$ cat src/hdl/mdc_pkg.sv
// Package for the multichannel DMA controller: types, command codes and constants.
// No dependencies.
package mdc_pkg;

    localparam int NUM_CHANNELS_DEF = 12;
    localparam logic [31:0] COUNT_LIMIT = 32'h0020_0000;
    localparam int BUSY_BIT = 24;
    localparam logic [5:0] REQ_SPI_TX = 6'd18;
    localparam logic [5:0] REQ_SPI_RX = 6'd19;

    typedef enum logic [1:0] {
        CMD_READ  = 2'd0,
        CMD_WRITE = 2'd1,
        CMD_PASS  = 2'd2,
        CMD_NOP   = 2'd3
    } cmd_t;

    // Global register offsets
    localparam logic [13:0] OFF_STATUS = 14'h400;
    localparam logic [13:0] OFF_EN0    = 14'h404;
    localparam logic [13:0] OFF_FRC0   = 14'h408;
    localparam logic [13:0] OFF_MSK0   = 14'h40C;
    localparam logic [13:0] OFF_EN1    = 14'h414;
    localparam logic [13:0] OFF_FRC1   = 14'h418;
    localparam logic [13:0] OFF_MSK1   = 14'h41C;
    localparam logic [13:0] OFF_MULTI  = 14'h430;
    localparam logic [13:0] OFF_SNIFF0 = 14'h434;
    localparam logic [13:0] OFF_SNIFF1 = 14'h438;
    localparam logic [13:0] OFF_ABORT  = 14'h444;

    // Queued command between front and back
    typedef struct packed {
        cmd_t        cmd;
        logic [13:0] offset;
        logic [31:0] wdata;
        logic        tx_ok;
        logic        rx_ok;
    } cmd_item_t;

    typedef enum logic [2:0] {
        ST_IDLE,
        ST_MULTI,
        ST_PASS,
        ST_OUT
    } back_state_t;

endpackage

$ cat src/hdl/mdc_cmd_fifo.sv
// Two-entry command queue between the front and back parts.
// Depends on mdc_pkg.
module mdc_cmd_fifo (
    input  logic              clk,
    input  logic              rst_n,
    input  logic              in_valid,
    output logic              in_ready,
    input  mdc_pkg::cmd_item_t in_item,
    output logic              out_valid,
    input  logic              out_ready,
    output mdc_pkg::cmd_item_t out_item
);
    import mdc_pkg::*;

    cmd_item_t  mem_reg [2];
    logic       wptr_reg, rptr_reg;
    logic [1:0] cnt_reg;

    assign in_ready  = (cnt_reg != 2'd2);
    assign out_valid = (cnt_reg != 2'd0);
    assign out_item  = mem_reg[rptr_reg];

    // Storage
    always_ff @(posedge clk)
    begin
        if (in_valid && in_ready)
        begin
            mem_reg[wptr_reg] <= in_item;
        end
    end

    // Pointers and fill count
    always_ff @(posedge clk or negedge rst_n)
    begin
        if (!rst_n)
        begin
            wptr_reg <= 1'b0;
            rptr_reg <= 1'b0;
            cnt_reg  <= 2'd0;
        end
        else
        begin
            if (in_valid && in_ready)
            begin
                wptr_reg <= ~wptr_reg;
            end
            if (out_valid && out_ready)
            begin
                rptr_reg <= ~rptr_reg;
            end
            cnt_reg <= cnt_reg + {1'b0, in_valid && in_ready} - {1'b0, out_valid && out_ready};
        end
    end
endmodule

$ cat config.mk
export PLATFORM = sky130hd
export DESIGN_NAME = mdc_cmd_fifo
export DESIGN_NICKNAME = d
export VERILOG_FILES = /design/src/hdl/mdc_pkg.sv /design/src/hdl/mdc_cmd_fifo.sv
export SDC_FILE = /design/constraint.sdc
export NUM_CORES = 1
export LEC_CHECK = 0
export BUFFER_PORTS_ARGS = -buffer_cell sky130_fd_sc_hd__buf_2
export CAP_MARGIN = 20
export CORE_UTILIZATION = 35
export CTS_BUF_LIST = sky130_fd_sc_hd__clkbuf_16
export CTS_CLUSTER_SIZE = 16
export DETAILED_ROUTE_END_ITERATION = 10
export PLACE_DENSITY = 0.55
export SETUP_SLACK_MARGIN = 0.2
export SYNTH_ARGS = -nofsm -noshare
export SYNTH_HDL_FRONTEND = slang
export SYNTH_SLANG_ARGS = --single-unit
$ cat constraint.sdc
create_clock -name clk -period 3.9 [get_ports clk]
set_input_delay 0.585 -clock clk [delete_from_list [all_inputs] [get_ports clk]]
set_output_delay 0.585 -clock clk [all_outputs]
set_load 0.005 [all_outputs]
; Yosys cells after proc, flatten, opt, wreduce, memory -nomap -nowiden
; Memories as Yosys holds them, arrays and structs flattened.
; Cells that the tools add are included.
[totals]
input_bits = 54
ff_bits = 4
output_inout_bits = 52
mem_bits_rw = 100
memories = 1
[mem_list]
columns = memory, depth, width, read_ports, rd_ports_with_merged_regs, wr, line_no
row1 = mem_reg, 2, 50, 1, 0, 1, mdc_cmd_fifo.sv:15  ; cmd_item_t mem_reg [2];
[op_classes]
addsub = 2
reduce_logical = 3
bitwise_logic = 2
n_mux = 2
eq_ne = 1
[ops]
columns = operator, count
row1 = $add 2x1->2, 1
row2 = $logic_and 1x1->1, 2
row3 = $mux 1, 2
row4 = $ne 2x2->1 const B, 1
row5 = $not 1->1, 2
row6 = $reduce_bool 2->1, 1
row7 = $sub 2x1->2, 1

; Depth between registers and ports, before layout
[depth]
word_depth = 4
depth_mapped = 7

; Worst setup path before layout
; No wires, ideal clock.
[synth_timing]
path_kind = input to register
startpoint = input in_valid
endpoint = memory mem_reg[0][0] (netlist bit), enable pin
path_slack_ps = 665
stages = 2
arrival_ps = 2777
cell_sequence = nand2_1 nor2_1
[synth_via]
elab_chain_len = 3
[synth_rtl]
columns = item, line_no
row1 = from (decl), mdc_cmd_fifo.sv:6  ; input logic in_valid,
row2 = $logic_and 1x1->1, mdc_cmd_fifo.sv:26  ; if (in_valid && in_ready)
row3 = $mux 1, mdc_cmd_fifo.sv:26
row4 = $mux 1 (implied by the code), mdc_cmd_fifo.sv:28  ; mem_reg[wptr_reg] <= in_item;
row5 = to (decl), mdc_cmd_fifo.sv:15
; No other way between the ends.

==> results.sh <==
export IMPL_dr_total_vias=1907
export IMPL_clk_pin_slew_worst_paths_ns=0.06
export IMPL_synth_warnings=0
export IMPL_cts_hold_buf=0
export IMPL_fin_util_pct=45.8
export IMPL_drc=0
export IMPL_synth_ff_type="edfxtp_1"
export IMPL_drv_cap=0
export IMPL_hp_class="in -> async"
export IMPL_grt_ovfl_total=0
export IMPL_die_x_um=107
export IMPL_fin_skew_ns=0.00501
export IMPL_ir_drop_mv=0.459
export IMPL_period_share_pct=59.5
export IMPL_p_switching_w=0.000908
export IMPL_numClockSinks=104
export IMPL_leakage_nw=1.80
export IMPL_die_y_um=107
export IMPL_route_antenna_remaining_nets=0
export IMPL_die_area_um2=11400
export IMPL_diodes=0
export IMPL_netlist_top_cells_area="edfxtp_1 78%, mux2_2 14%, dfrtp_1 2.6%"
export IMPL_syn_area_um2=3830
export IMPL_max_freq_mhz=431
export IMPL_cp_max_fo=22
export IMPL_ctsResizeCount=0
export IMPL_synthSimpleGateAreaFrac_pct=0.914
export IMPL_synth_top_area_share_pct=78.4
export IMPL_antenna_found_initial=0
export IMPL_slew_headroom_pct=39.2
export IMPL_numPortBuffers=105
export IMPL_drt_iter0_drc=39
export IMPL_ctsRootBufferMaster="clkbuf_16"
export IMPL_wl_per_cell_um=14.5
export IMPL_seqPwrFrac_pct=47.9
export IMPL_synth_nets=229
export IMPL_combinationalPowerShare_pct=28.0
export IMPL_path_class="reg -> out"
export IMPL_wirelength_um=6240
export IMPL_cts_made_buffers=9
export IMPL_synth_top_family_by_area="multiplexers"
export IMPL_async_flop_share_pct=3.85
export IMPL_grt_pass1_wl_um=9860
export IMPL_dp_hpwl_um=4100
export IMPL_tns_ns=0
export IMPL_synthXorXnorAreaFrac_pct=0.914
export IMPL_clk_path_buf_depth=2
export IMPL_end_kind="output port"
export IMPL_cts_tree="built"
export IMPL_routabilityCongestion=0.642
export IMPL_final_min_clock_period_ns=2.32
export IMPL_ys_ff_latch=104
export IMPL_synth_fa_ha_area_share_pct=0.653
export IMPL_synth_mux_area_share_pct=14.7
export IMPL_dr_pass1_iters=4
export IMPL_synthCells=173
export IMPL_p_per_area_nw_per_um2=701
export IMPL_netSwitchingFraction_pct=27.1
export IMPL_clock_latency_ns=0.33
export IMPL_synth_compound_area_share_pct=0
export IMPL_cp_start_kind="flop"
export IMPL_internal_power_w=0.00245
export IMPL_worstPathArrival_ns=1.74
export IMPL_viasPerCell=4.43
export IMPL_tightestPinTransition_ns=0.912
export IMPL_largest_register_ffs=100
export IMPL_yosysSeqAreaShare_pct=81.0
export IMPL_grt_max_degree=39
export IMPL_synth_top_area_cell="edfxtp_1"
export IMPL_cts_setup_buffers=0
export IMPL_h_tree_depth=3
export IMPL_required_ns=3.31
export IMPL_io_pins=106
export IMPL_status="finished clean"
export IMPL_synth_edf_count=100
export IMPL_fin_nets=345
export IMPL_rows=37
export IMPL_finalSetupViolations=0
export IMPL_clkPwrFrac_pct=24.1
export IMPL_ys_types=15
export IMPL_grt_use_total_pct=11.6
export IMPL_initial_core_util_pct=36.6
export IMPL_hold_viol=0
export IMPL_rsz0062_at_grt="no"
export IMPL_area_growth_syn_to_layout_pct=24.9
export IMPL_core_um2=10500
export IMPL_drv_slew=0
export IMPL_grt_pass1_vias=2017
export IMPL_syn_area_per_cell_um2=22.2
export IMPL_drive_gt1_share_pct=59.2
==> stage by stage <==
step	hold WS [ns]	setup slack, ns	std cells	power (W)	cell area, um2
2_1_floorplan	0.289	0.665	173	0.00224	3830
3_3_place_gp	0.397	1.76	414	0.00259	4520
3_5_place_dp	0.399	1.76	414	0.00260	4520
4_1_cts	0.0388	1.53	430	0.00342	4790
5_1_grt	0.0434	1.47	430	0.00356	4790
6_report	0.0506	1.58	430	0.00335	4790
==> Yosys cell counts (2+ instances only) <==
cell type,n
dfrtp_1,4
mux2_2,46
buf_6,6
ha_1,2
mux2_1,4
xnor2_1,3
edfxtp_1,100
==> path summary, 6_finish.rpt <==
path                       slack, ns       start  cells after the start        endpoint
min reg2reg                     0.53  cnt_reg[0]                      1      cnt_reg[0]
max reg2reg                     1.94  cnt_reg[1]                      3  mem_reg[1][37]
max in group asynchronous       3.71       rst_n                      1        rptr_reg
max                             1.58    rptr_reg                      3    out_item[15]
min                             0.05       rst_n                      1      cnt_reg[0]
min in group clk                0.44  in_item[1]                      1   mem_reg[1][1]
==> cell type report <==
| type | instances | area, um2 |
|---|---|---|
| Fill cell | 960 | 5680 |
| Sequential cell | 104 | 3100 |
| Multi-Input combinational cell | 62 | 667 |
| Timing Repair Buffer | 111 | 571 |
| Clock buffer | 9 | 225 |
| Tap cell | 136 | 170 |
| Clock inverter | 7 | 46.3 |
| Inverter | 1 | 3.75 |
==> metal layers <==
metal,up-vias,share of wire [%],track usage (%)
met5,-,0,0
met4,0,1.4,5.87
met3,7,6.8,3.47
met2,62,47,18.8
met1,931,45,14.2
li1,907,-,-
==> placed cells by master, fill, tap and decap left out, drive strengths merged <==
| cell | netlist | final |
|---|---|---|
| nand2 | 1 | 1 |
| or2 | 1 | 1 |
| edfxtp | 100 | 100 |
| dfrtp | 4 | 4 |
| inv | 1 | 5 |
| nand2b | 1 | 1 |
| ha | 2 | 2 |
| xor2 | 1 | 1 |
| nor2 | 1 | 1 |
| and2 | 1 | 1 |
| clkinv | 0 | 3 |
| clkbuf | 0 | 9 |
| buf | 6 | 111 |
| mux2 | 50 | 50 |
| xnor2 | 3 | 3 |
| and3 | 1 | 1 |
==> power by group through the flow <==
stage          Clock, W  Sequential (W)  Combinational, W
2_1_floorplan         0         0.00161          0.000631
3_3_place_gp          0         0.00163          0.000963
3_5_place_dp          0         0.00163          0.000966
4_1_cts        0.000837         0.00161          0.000971
5_1_grt        0.000882         0.00164           0.00104
6_report       0.000809         0.00161          0.000939
==> worst max-delay path, cell delays in order, from the launching register on <==
cell and delay (ns):
dfrtp_2 0.51, buf_4 0.37, mux2_2 0.39, buf_2 0.13
==> kinds of logic (layout without fill, tap and decap cells) <==
group | after synthesis | count (layout)
flops | 104 | 104
mux | 50 | 50
buf+inv | 7 | 128
simple gates | 6 | 6
xor+xnor | 4 | 4
fa+ha+maj | 2 | 2
Power figures use the tool's default switching activity.
